## src/rtl/core/rbvi_pkg.sv

```systemverilog
// Shared types and constants for the rigid body velocity integrator.
`timescale 1ns / 1ps
`default_nettype none

package rbvi_pkg;

    localparam int NUM_AXES = 3;
    localparam int AXIS_Y   = 1;

    localparam int CFG_IDX_W  = 3;
    localparam int CFG_DATA_W = 48;

    localparam logic [CFG_IDX_W-1:0] CFG_STEP_MODE      = 3'd0;
    localparam logic [CFG_IDX_W-1:0] CFG_GRAVITY_ENABLE = 3'd1;
    localparam logic [CFG_IDX_W-1:0] CFG_GRAVITY_ACCEL  = 3'd2;
    localparam logic [CFG_IDX_W-1:0] CFG_FRICTION_COEF  = 3'd3;
    localparam logic [CFG_IDX_W-1:0] CFG_INV_MASS       = 3'd4;
    localparam logic [CFG_IDX_W-1:0] CFG_VEL_CEILING    = 3'd5;
    localparam logic [CFG_IDX_W-1:0] CFG_VEL_FLOOR      = 3'd6;

    localparam logic [23:0] INV_MASS_RESET = 24'h010000;

    typedef enum logic [3:0] {
        ST_IDLE,
        ST_GRAV_MUL,
        ST_GRAV_ADD,
        ST_FRIC_MUL,
        ST_FORCE_SUB,
        ST_ACC_MUL,
        ST_DT_MUL,
        ST_VEL_ADD,
        ST_LIMIT,
        ST_POS_MUL,
        ST_POS_ADD,
        ST_DAMP_MUL,
        ST_DAMP,
        ST_DONE
    } step_t;

    typedef struct packed {
        step_t step;
        logic  load;
    } seq_t;

    typedef struct packed {
        step_t step;
        logic  load;
        logic  body;
        logic  grav;
        logic  damp;
    } lane_cmd_t;

endpackage

`default_nettype wire

```

## src/rtl/core/rbvi_ctrl.sv

```systemverilog
// Step sequencer that drives all three axis lanes in lockstep.
`timescale 1ns / 1ps
`default_nettype none

module rbvi_ctrl (
    input  wire logic      aclk,
    input  wire logic      aresetn,
    input  wire logic      s_valid,
    input  wire logic      body_mode,
    input  wire logic      grav_en,
    input  wire logic      out_free,
    output logic           s_ready,
    output logic           out_load,
    output rbvi_pkg::seq_t seq
);

    rbvi_pkg::step_t state_reg;
    rbvi_pkg::step_t state_next;

    always_ff @(posedge aclk) begin
        if (!aresetn) begin
            state_reg <= rbvi_pkg::ST_IDLE;
        end else begin
            state_reg <= state_next;
        end
    end

    always_comb begin
        state_next = state_reg;
        s_ready    = 1'b0;
        out_load   = 1'b0;
        seq.step   = state_reg;
        seq.load   = 1'b0;
        case (state_reg)
            rbvi_pkg::ST_IDLE: begin
                s_ready  = 1'b1;
                seq.load = s_valid;
                if (s_valid) begin
                    if (!body_mode) begin
                        state_next = rbvi_pkg::ST_ACC_MUL;
                    end else if (grav_en) begin
                        state_next = rbvi_pkg::ST_GRAV_MUL;
                    end else begin
                        state_next = rbvi_pkg::ST_FRIC_MUL;
                    end
                end
            end
            rbvi_pkg::ST_GRAV_MUL:  state_next = rbvi_pkg::ST_GRAV_ADD;
            rbvi_pkg::ST_GRAV_ADD:  state_next = rbvi_pkg::ST_FRIC_MUL;
            rbvi_pkg::ST_FRIC_MUL:  state_next = rbvi_pkg::ST_FORCE_SUB;
            rbvi_pkg::ST_FORCE_SUB: state_next = rbvi_pkg::ST_ACC_MUL;
            rbvi_pkg::ST_ACC_MUL:   state_next = rbvi_pkg::ST_DT_MUL;
            rbvi_pkg::ST_DT_MUL:    state_next = rbvi_pkg::ST_VEL_ADD;
            rbvi_pkg::ST_VEL_ADD: begin
                state_next = body_mode ? rbvi_pkg::ST_LIMIT : rbvi_pkg::ST_DAMP_MUL;
            end
            rbvi_pkg::ST_LIMIT:     state_next = rbvi_pkg::ST_POS_MUL;
            rbvi_pkg::ST_POS_MUL:   state_next = rbvi_pkg::ST_POS_ADD;
            rbvi_pkg::ST_DAMP_MUL:  state_next = rbvi_pkg::ST_DAMP;
            rbvi_pkg::ST_DAMP:      state_next = rbvi_pkg::ST_POS_ADD;
            rbvi_pkg::ST_POS_ADD:   state_next = rbvi_pkg::ST_DONE;
            rbvi_pkg::ST_DONE: begin
                if (out_free) begin
                    out_load   = 1'b1;
                    state_next = rbvi_pkg::ST_IDLE;
                end
            end
            default: state_next = rbvi_pkg::ST_IDLE;
        endcase
    end

endmodule

`default_nettype wire

```

## config.mk

```make
export PLATFORM = sky130hd
export DESIGN_NAME = rbvi_ctrl
export DESIGN_NICKNAME = d
export VERILOG_FILES = /design/src/rtl/core/rbvi_pkg.sv /design/src/rtl/core/rbvi_ctrl.sv
export SDC_FILE = /design/constraint.sdc
export NUM_CORES = 1
export LEC_CHECK = 0
export BUFFER_PORTS_ARGS = -buffer_cell sky130_fd_sc_hd__buf_2
export CAP_MARGIN = 20
export CORE_AREA = 2 2 39 41
export DETAILED_ROUTE_END_ITERATION = 6
export DIE_AREA = 0 0 41 43
export SYNTH_ARGS = -nofsm -noshare
export SYNTH_HDL_FRONTEND = slang
export SYNTH_SLANG_ARGS = --single-unit
```

## constraint.sdc

```tcl
create_clock -name aclk -period 2.4 [get_ports aclk]
set_input_delay 0.24 -clock aclk [delete_from_list [all_inputs] [get_ports aclk]]
set_output_delay 0.24 -clock aclk [all_outputs]
set_load 0.05 [all_outputs]
```

==> results.sh, run 1 <==
export IMPL_drv_cap=0
export IMPL_drive_gt1_share_pct=39.6
export IMPL_r2r_start="state_reg[1]"
export IMPL_maxSlewViolCount=0
export IMPL_clock_latency_ns=0.23
export IMPL_switching_power_w=0.000145
export IMPL_intPower_w=0.000177
export IMPL_drtAntennaViolNets=0
export IMPL_largest_reg_flops=4
export IMPL_hold_viol=0
export IMPL_vdd_drop_max_v=0.000249
export IMPL_power_density_nw_per_um2=852
export IMPL_synth_edf_count=0
export IMPL_syn_num_nets=42
export IMPL_start_util_pct=21.0
export IMPL_drc_errors=0
export IMPL_min_delay_start="aresetn"
export IMPL_arrival_ns=1.41
export IMPL_die_h_um=43
export IMPL_hp_class="input port to flip-flop"
export IMPL_n_antenna_cell=0
export IMPL_synthArstFlopShare_pct=0
export IMPL_fill_cells=150
export IMPL_crit_type="flip-flop to primary output"
export IMPL_drt_wirelength_per_cell_um=9.63
export IMPL_p_sw_share_pct=44.9
export IMPL_grt_max_degree=13
export IMPL_die_area_um2=1760
export IMPL_start_kind="flip-flop"
export IMPL_layout_common_cells="buf_2, dfxtp_1, and2_1, o21ai_0, clkbuf_4"
export IMPL_num_rows=14
export IMPL_worst_pin_slew_ns=0.394
export IMPL_finalSetupViolCount=0
export IMPL_clk_pin_slew_ns=0.04
export IMPL_area_delta_synth_final_pct=30.2
export IMPL_p_leak_nw=0.166
export IMPL_fmax_ghz=0.607
export IMPL_io_buffers=12
export IMPL_routed_wl_um=616
export IMPL_rsz0062_at_grt="no"
export IMPL_antenna_found_initial=0
export IMPL_post_cts_buffers=0
export IMPL_postCtsHoldBufs=0
export IMPL_grt_pass1_vias=244
export IMPL_grt_pass1_wl_um=993
export IMPL_cp_max_fo=12
export IMPL_cts_resized_gates=0
export IMPL_power_frac_comb_pct=42.9
export IMPL_place_gp_congestion=0.717
export IMPL_ys_seq_area_share_pct=27.6
export IMPL_ys_ff_latch=4
export IMPL_synth_warnings=0
export IMPL_fp_dieW_um=41
export IMPL_clkPwrFrac_pct=25.4
export IMPL_hold_end="state_reg[3]"
export IMPL_period_needed_ns=1.65
export IMPL_layout_worst_path_cycle_share_pct=68.7
export IMPL_skew_ns=0.000275
export IMPL_rr_endpoint="state_reg[0]"
export IMPL_worstHoldPathCells=2
export IMPL_final_area_um2=378
export IMPL_first_pass_iters=4
export IMPL_grt_overflow=0
export IMPL_r2r_worst_path_cells=4
export IMPL_fin_tns_setup_ns=0
export IMPL_cts_tree="done"
export IMPL_status="finished, final reports clean"
export IMPL_first_iter_violations=5
export IMPL_synth_ff_type="dfxtp_1"
export IMPL_cts_root_buffer_cell="clkbuf_4"
export IMPL_seqPwrFrac_pct=31.7
export IMPL_cts_sinks=4
export IMPL_synth_cell_types=24
export IMPL_synth_area_um2=290
export IMPL_cts_buffers=3
export IMPL_h_tree_depth=1
export IMPL_slew_headroom_pct=73.7
export IMPL_io_pin_count=13
export IMPL_grtUsageTotal_pct=8.32
export IMPL_vias=292
export IMPL_core_um2=1380
export IMPL_cp_required_ns=2.16
export IMPL_viasPerCell=4.56
export IMPL_final_common_cell="buf_2"
export IMPL_dpl_cell_area_um2=355
export IMPL_fin_nets=56
export IMPL_cp_end_kind="primary output"
export IMPL_syn_inst=36
export IMPL_reg2reg_slack_ns=1.15
export IMPL_clock_path_buffers=2
export IMPL_avgSynthCellArea_um2=8.06
export IMPL_dp_hpwl_um=493
==> per-stage QoR <==
step                      hold WS, ns  cells  setup WS [ns]  util (%)  power, W
final                           0.265     64          0.751      27.3  0.000322
after global routing            0.269     64          0.623      27.3  0.000347
after CTS                       0.261     64          0.731      27.3  0.000328
after detailed placement        0.505     61          0.985      25.7  0.000243
after global placement          0.503     61          0.986      25.7  0.000242
after floorplan                 0.362     36          0.258         -  0.000215
==> layer usage <==
layer  part of all wire, %  vias up  GRT usage, %
met2                    43       10          11.6
li1                      -      157             -
met3                   4.4        0          4.71
met4                     0        0          2.00
met1                    53      125          10.9
met5                     0        -             0
==> Yosys cell counts (all sizes together), types with 2 or more instances <==
master	number	area, µm²
and2	3	18.8
o21ai	5	25.0
nor2	2	7.51
buf	3	15.0
inv	2	7.50
nand2	2	7.51
nor4	2	27.5
dfxtp	4	80.1
==> area by class of cell <==
cell class	count	area, µm²	area share (%)
multi-input combinational	27	188	49.7
tap	16	20.0	5.30
clock buffer	3	22.5	5.96
sequential	4	80.1	21.2
timing repair buffer	12	60.1	15.9
inverter	2	7.51	1.99
==> how the worst max path moves through the flow <==
stage,startpoint,endpoint,cells past startpoint
2_1_floorplan,state_reg[3],seq[0],3
3_3_place_gp,state_reg[1],seq[0],3
3_5_place_dp,state_reg[1],seq[0],3
4_1_cts,state_reg[1],seq[0],3
5_1_grt,state_reg[1],seq[0],3
6_report,state_reg[1],seq[0],3
==> power by group through the flow <==
stage / registers [W] / clock network [W] / logic (W)
after global placement: 0.000103 / 0 / 0.000140
after CTS: 0.000102 / 0.0000866 / 0.000139
final: 0.000102 / 0.0000817 / 0.000138
after detailed placement: 0.000103 / 0 / 0.000139
after floorplan: 0.000118 / 0 / 0.0000970
after global routing: 0.000104 / 0.0000927 / 0.000150
==> kinds of logic after synthesis <==
| logic type | share of synthesized area [%] |
|---|---|
| AND/OR/NAND/NOR | 38.4 |
| AO/OA/AOI/OAI | 26.3 |
| buffers and inverters | 7.75 |
| flip-flops | 27.6 |
==> worst max-delay path, cell delays in order, from the launching register on <==
cell and delay (ns):
dfxtp_1 0.41, nor4_4 0.35, and2_1 0.16, buf_2 0.25
No activity file was read; power rests on OpenSTA's default activity.
==> run 2, diff against run 1 <==
Clock period 2.4 ns to 1.6 ns, I/O delays scaled along.
==> results.sh, run 2 (synthesized netlist as in run 1, its figures left out) <==
export IMPL_r2r_worst_path_cells=4
export IMPL_crit_start="state_reg[1]"
export IMPL_cts_root_buffer_cell="clkbuf_4"
export IMPL_first_iter_violations=3
export IMPL_hp_class="input port to flip-flop"
export IMPL_vias=304
export IMPL_clock_latency_ns=0.25
export IMPL_fp_dieW_um=41
export IMPL_postCtsHoldBufs=0
export IMPL_drt_wirelength_per_cell_um=10.4
export IMPL_layout_common_cells="buf_2, clkbuf_4, o21ai_0, dfxtp_2"
export IMPL_clk_pin_slew_ns=0.04
export IMPL_drc_errors=0
export IMPL_slowest_delay_ns=0.38
export IMPL_drive_gt1_share_pct=49.0
export IMPL_cts_sinks=4
export IMPL_grtUsageTotal_pct=9.23
export IMPL_cp_depth=3
export IMPL_arrival_ns=1.37
export IMPL_n_antenna_cell=0
export IMPL_place_gp_congestion=0.709
export IMPL_layout_worst_path_cycle_share_pct=95.4
export IMPL_crit_chain="nor4_4 -> and2_4 -> clkbuf_4"
export IMPL_grt_overflow=0
export IMPL_power_density_nw_per_um2=1320
export IMPL_cp_end_kind="primary output"
export IMPL_cp_buffers_inverters=1
export IMPL_drv_cap=0
export IMPL_largest_reg_flops=4
export IMPL_stdcell_count=65
export IMPL_status="finished, final reports clean"
export IMPL_cp_top_family="simple AND/OR/NAND/NOR gates"
export IMPL_worst_pin_slew_ns=0.281
export IMPL_grt_pass1_vias=265
export IMPL_start_kind="flip-flop"
export IMPL_routed_wl_um=678
export IMPL_rr_endpoint="state_reg[0]"
export IMPL_h_tree_depth=1
export IMPL_die_h_um=43
export IMPL_fill_cells=161
export IMPL_skew_ns=0.00205
export IMPL_finalSetupViolCount=0
export IMPL_clock_path_buffers=2
export IMPL_cp_required_ns=1.44
export IMPL_cts_tree="done"
export IMPL_p_leak_nw=0.171
export IMPL_die_area_um2=1760
export IMPL_fmax_ghz=0.655
export IMPL_cts_buffers=3
export IMPL_io_buffers=12
export IMPL_first_pass_iters=4
export IMPL_maxSlewViolCount=0
export IMPL_final_common_cell="buf_2"
export IMPL_io_pin_count=13
export IMPL_fin_nets=56
export IMPL_cp_endpoint="seq[0]"
export IMPL_viasPerCell=4.68
export IMPL_hold_viol=0
export IMPL_hold_ws_ns=0.169
export IMPL_dp_hpwl_um=498
export IMPL_dp_cells=61
export IMPL_cp_max_fo=12
export IMPL_vdd_drop_max_v=0.000233
export IMPL_min_delay_start="aresetn"
export IMPL_period_needed_ns=1.53
export IMPL_start_util_pct=21.0
export IMPL_r2r_start="state_reg[1]"
export IMPL_drtAntennaViolNets=0
export IMPL_grt_pass1_wl_um=1040
export IMPL_crit_slowest_cell="dfxtp_2"
export IMPL_rsz0062_at_grt="no"
export IMPL_slew_headroom_pct=81.0
export IMPL_num_rows=14
export IMPL_area_delta_synth_final_pct=35.8
export IMPL_reg2reg_slack_ns=0.41
export IMPL_antenna_found_initial=0
export IMPL_regArea_um2=87.6
export IMPL_core_um2=1380
export IMPL_crit_type="flip-flop to primary output"
export IMPL_grt_max_degree=13
export IMPL_multiInputGateArea_um2=190
-- run 2: cell types whose count changed in the layout (fill, tap and decap cells not counted), sizes merged --
cell    previous run  this run
buf               12        11
clkbuf             3         5
-- run 2: per-layer routing --
layer	track usage (%)	wire [µm]	vias up
met4	10.0	26	0
met5	0	0	-
met1	9.62	289	133
met3	1.57	44	3
met2	13.8	317	11
li1	-	-	157
-- run 2: cell type report --
type	count	share of cell area, %
inverter	2	1.90
sequential	4	22.2
clock buffer	4	6.67
timing repair buffer	12	15.9
tap	16	5.08
multi-input combinational	27	48.3
-- run 2: timing repair --
item                                    4_1_cts  5_1_grt
gates resized for setup                       0        1
buffers inserted                              0        0
endpoints found under the setup margin        0        1
-- run 2: where the power goes --
part | leakage, nW | switching, W | internal, W
combinational | 0.121 | 0.000141 | 0.0000756
sequential | 0.0347 | 0.0000410 | 0.000118
clock | 0.0150 | 0.0000511 | 0.0000942
-- run 2: metrics by stage --
step / setup WS, ns / cell area, µm² / utilization (%) / setup TNS, ns / total power [W]
finish: 0.0743 / 394 / 28.5 / 0 / 0.000520
global route: 0.0215 / 394 / 28.5 / 0 / 0.000554
CTS: 0.0352 / 392 / 28.3 / 0 / 0.000524
detailed placement: 0.301 / 365 / 26.4 / 0 / 0.000375
global placement: 0.328 / 365 / 26.4 / 0 / 0.000372
floorplan: -0.144 / 307 / - / -0.316 / 0.000338
-- run 2: worst reg2reg max path: stages, from the launching register on --
cell	delay, ns
dfxtp_2	0.38
nor4_4	0.34
inv_2	0.05
o221ai_2	0.20
o21ai_1	0.10
-- run 2: worst min-delay path by stage --
stage | end | slack, ns | cells past startpoint
2_1_floorplan | state_reg[3] | 0.28 | 1
3_3_place_gp | state_reg[3] | 0.43 | 2
3_5_place_dp | state_reg[3] | 0.42 | 2
4_1_cts | state_reg[3] | 0.17 | 2
5_1_grt | state_reg[3] | 0.17 | 2
6_report | state_reg[3] | 0.17 | 2
==> run 3, diff against run 2 <==
--- a/config.mk
+++ b/config.mk
@@ -11,4 +11,5 @@
 export DETAILED_ROUTE_END_ITERATION = 6
 export DIE_AREA = 0 0 41 43
+export SKIP_CTS_REPAIR_TIMING = 1
 export SYNTH_ARGS = -nofsm -noshare
 export SYNTH_HDL_FRONTEND = slang
==> constraint.sdc (replaced) <==
create_clock -name aclk -period 1.6 [get_ports aclk]
set_input_delay 0.48 -clock aclk [delete_from_list [all_inputs] [get_ports aclk]]
set_output_delay 0.48 -clock aclk [all_outputs]
set_load 0.05 [all_outputs]
==> results.sh, run 3 (synthesized netlist as in run 1, its figures left out) <==
export IMPL_rsz0062_at_grt="yes"
export IMPL_busiest_layer="met2"
export IMPL_hp_class="input port to flip-flop"
export IMPL_clock_latency_ns=0.24
export IMPL_cp_max_fo=7
export IMPL_vias=344
export IMPL_layout_common_cells="buf_2, buf_4, o21ai_0, clkbuf_4, dfxtp_4"
export IMPL_finalSetupViolCount=3
export IMPL_viasPerCell=4.78
export IMPL_hold_viol=0
export IMPL_first_iter_violations=8
export IMPL_area_delta_synth_final_pct=62.5
export IMPL_start_kind="flip-flop"
export IMPL_io_buffers=12
export IMPL_io_pin_count=13
export IMPL_vdd_drop_max_v=0.000326
export IMPL_final_common_cell="buf_2"
export IMPL_clk_pin_slew_ns=0.05
export IMPL_layout_worst_path_cycle_share_pct=108
export IMPL_fin_ws_ns=-0.132
export IMPL_dpl_cell_area_um2=388
export IMPL_grt_pass1_vias=298
export IMPL_use_met3_pct=1.57
export IMPL_cts_root_buffer_cell="clkbuf_4"
export IMPL_slew_headroom_pct=78.7
export IMPL_violations="setup timing"
export IMPL_antenna_found_initial=0
export IMPL_grtUsageTotal_pct=10.7
export IMPL_p_leak_nw=0.213
export IMPL_die_area_um2=1760
export IMPL_power_density_nw_per_um2=1240
export IMPL_drive_gt1_share_pct=57.1
export IMPL_arrival_ns=1.25
export IMPL_worst_pin_slew_ns=0.315
export IMPL_fill_cells=161
export IMPL_die_h_um=43
export IMPL_grt_max_degree=13
export IMPL_start_util_pct=21.0
export IMPL_place_gp_congestion=0.693
export IMPL_crit_type="flip-flop to primary output"
export IMPL_routed_wl_um=899
export IMPL_num_rows=14
export IMPL_grt_overflow=0
export IMPL_cts_tree="done"
export IMPL_period_needed_ns=1.73
export IMPL_largest_reg_flops=4
export IMPL_cp_end_kind="primary output"
export IMPL_met1_usage_pct=14.1
export IMPL_grt_pass1_wl_um=1230
export IMPL_core_um2=1380
export IMPL_cts_sinks=4
export IMPL_drtAntennaViolNets=0
export IMPL_fmax_ghz=0.577
export IMPL_drt_wirelength_per_cell_um=12.5
export IMPL_p_total_w=0.000583
export IMPL_drc_errors=0
export IMPL_drv_cap=0
export IMPL_maxSlewViolCount=0
export IMPL_final_area_um2=472
export IMPL_fp_dieW_um=41
export IMPL_fin_nets=63
export IMPL_n_antenna_cell=0
export IMPL_clock_path_buffers=2
export IMPL_dp_hpwl_um=599
export IMPL_cts_buffers=3
export IMPL_status="finished, violations left"
export IMPL_first_pass_iters=4
export IMPL_skew_ns=0.000207
export IMPL_hold_ws_ns=0.510
export IMPL_h_tree_depth=1
export IMPL_cp_required_ns=1.12
export IMPL_grt_met2_usage_pct=15.0
## run 3: cell types whose count changed in the layout (fill, tap and decap cells not counted), sizes merged
cell | before | now
buf | 11 | 19
clkbuf | 5 | 4
## run 3: cell type report
type	count	area [µm²]	share of cell area [%]
multi-input cells	27	193	40.8
well taps	16	20.0	4.24
flip-flops and latches	4	92.6	19.6
repair buffers	19	133	28.1
clock buffers	4	26.3	5.57
inverters	2	7.51	1.59
## run 3: critical path, cell delays in order, from the launching register on
cell and delay (ns):
dfxtp_4 0.36, nor4_4 0.31, and2_4 0.20, buf_8 0.14
## run 3: per-layer routing
metal	part of all wire, %	vias up
met5	0	-
met4	0	0
met1	44	158
met2	47	15
li1	-	171
met3	8.5	0
## run 3: final timing paths
| kind | to | startpoint | slack, ns | depth (start not counted) |
|---|---|---|---|---|
| max reg2reg | state_reg[0] | state_reg[3] | 0.31 | 5 |
| min reg2reg | state_reg[1] | state_reg[1] | 0.59 | 2 |
| max | seq[0] | state_reg[3] | -0.13 | 3 |
| min | state_reg[3] | aresetn | 0.51 | 2 |
## run 3: report_power, final
group | switching, W | internal [W]
Sequential | 0.0000336 | 0.000117
Combinational | 0.000164 | 0.000115
Clock | 0.0000592 | 0.0000948
Total | 0.000257 | 0.000326
## run 3: stage by stage
step	setup WS, ns	util, %	cells	setup TNS [ns]
after floorplan	-0.464	-	36	-0.713
after global placement	0.0452	28.0	63	0
after detailed placement	0.00347	28.0	63	0
after CTS	-0.262	29.9	67	-0.574
after global routing	-0.178	34.1	72	-0.416
final	-0.132	34.1	72	-0.294
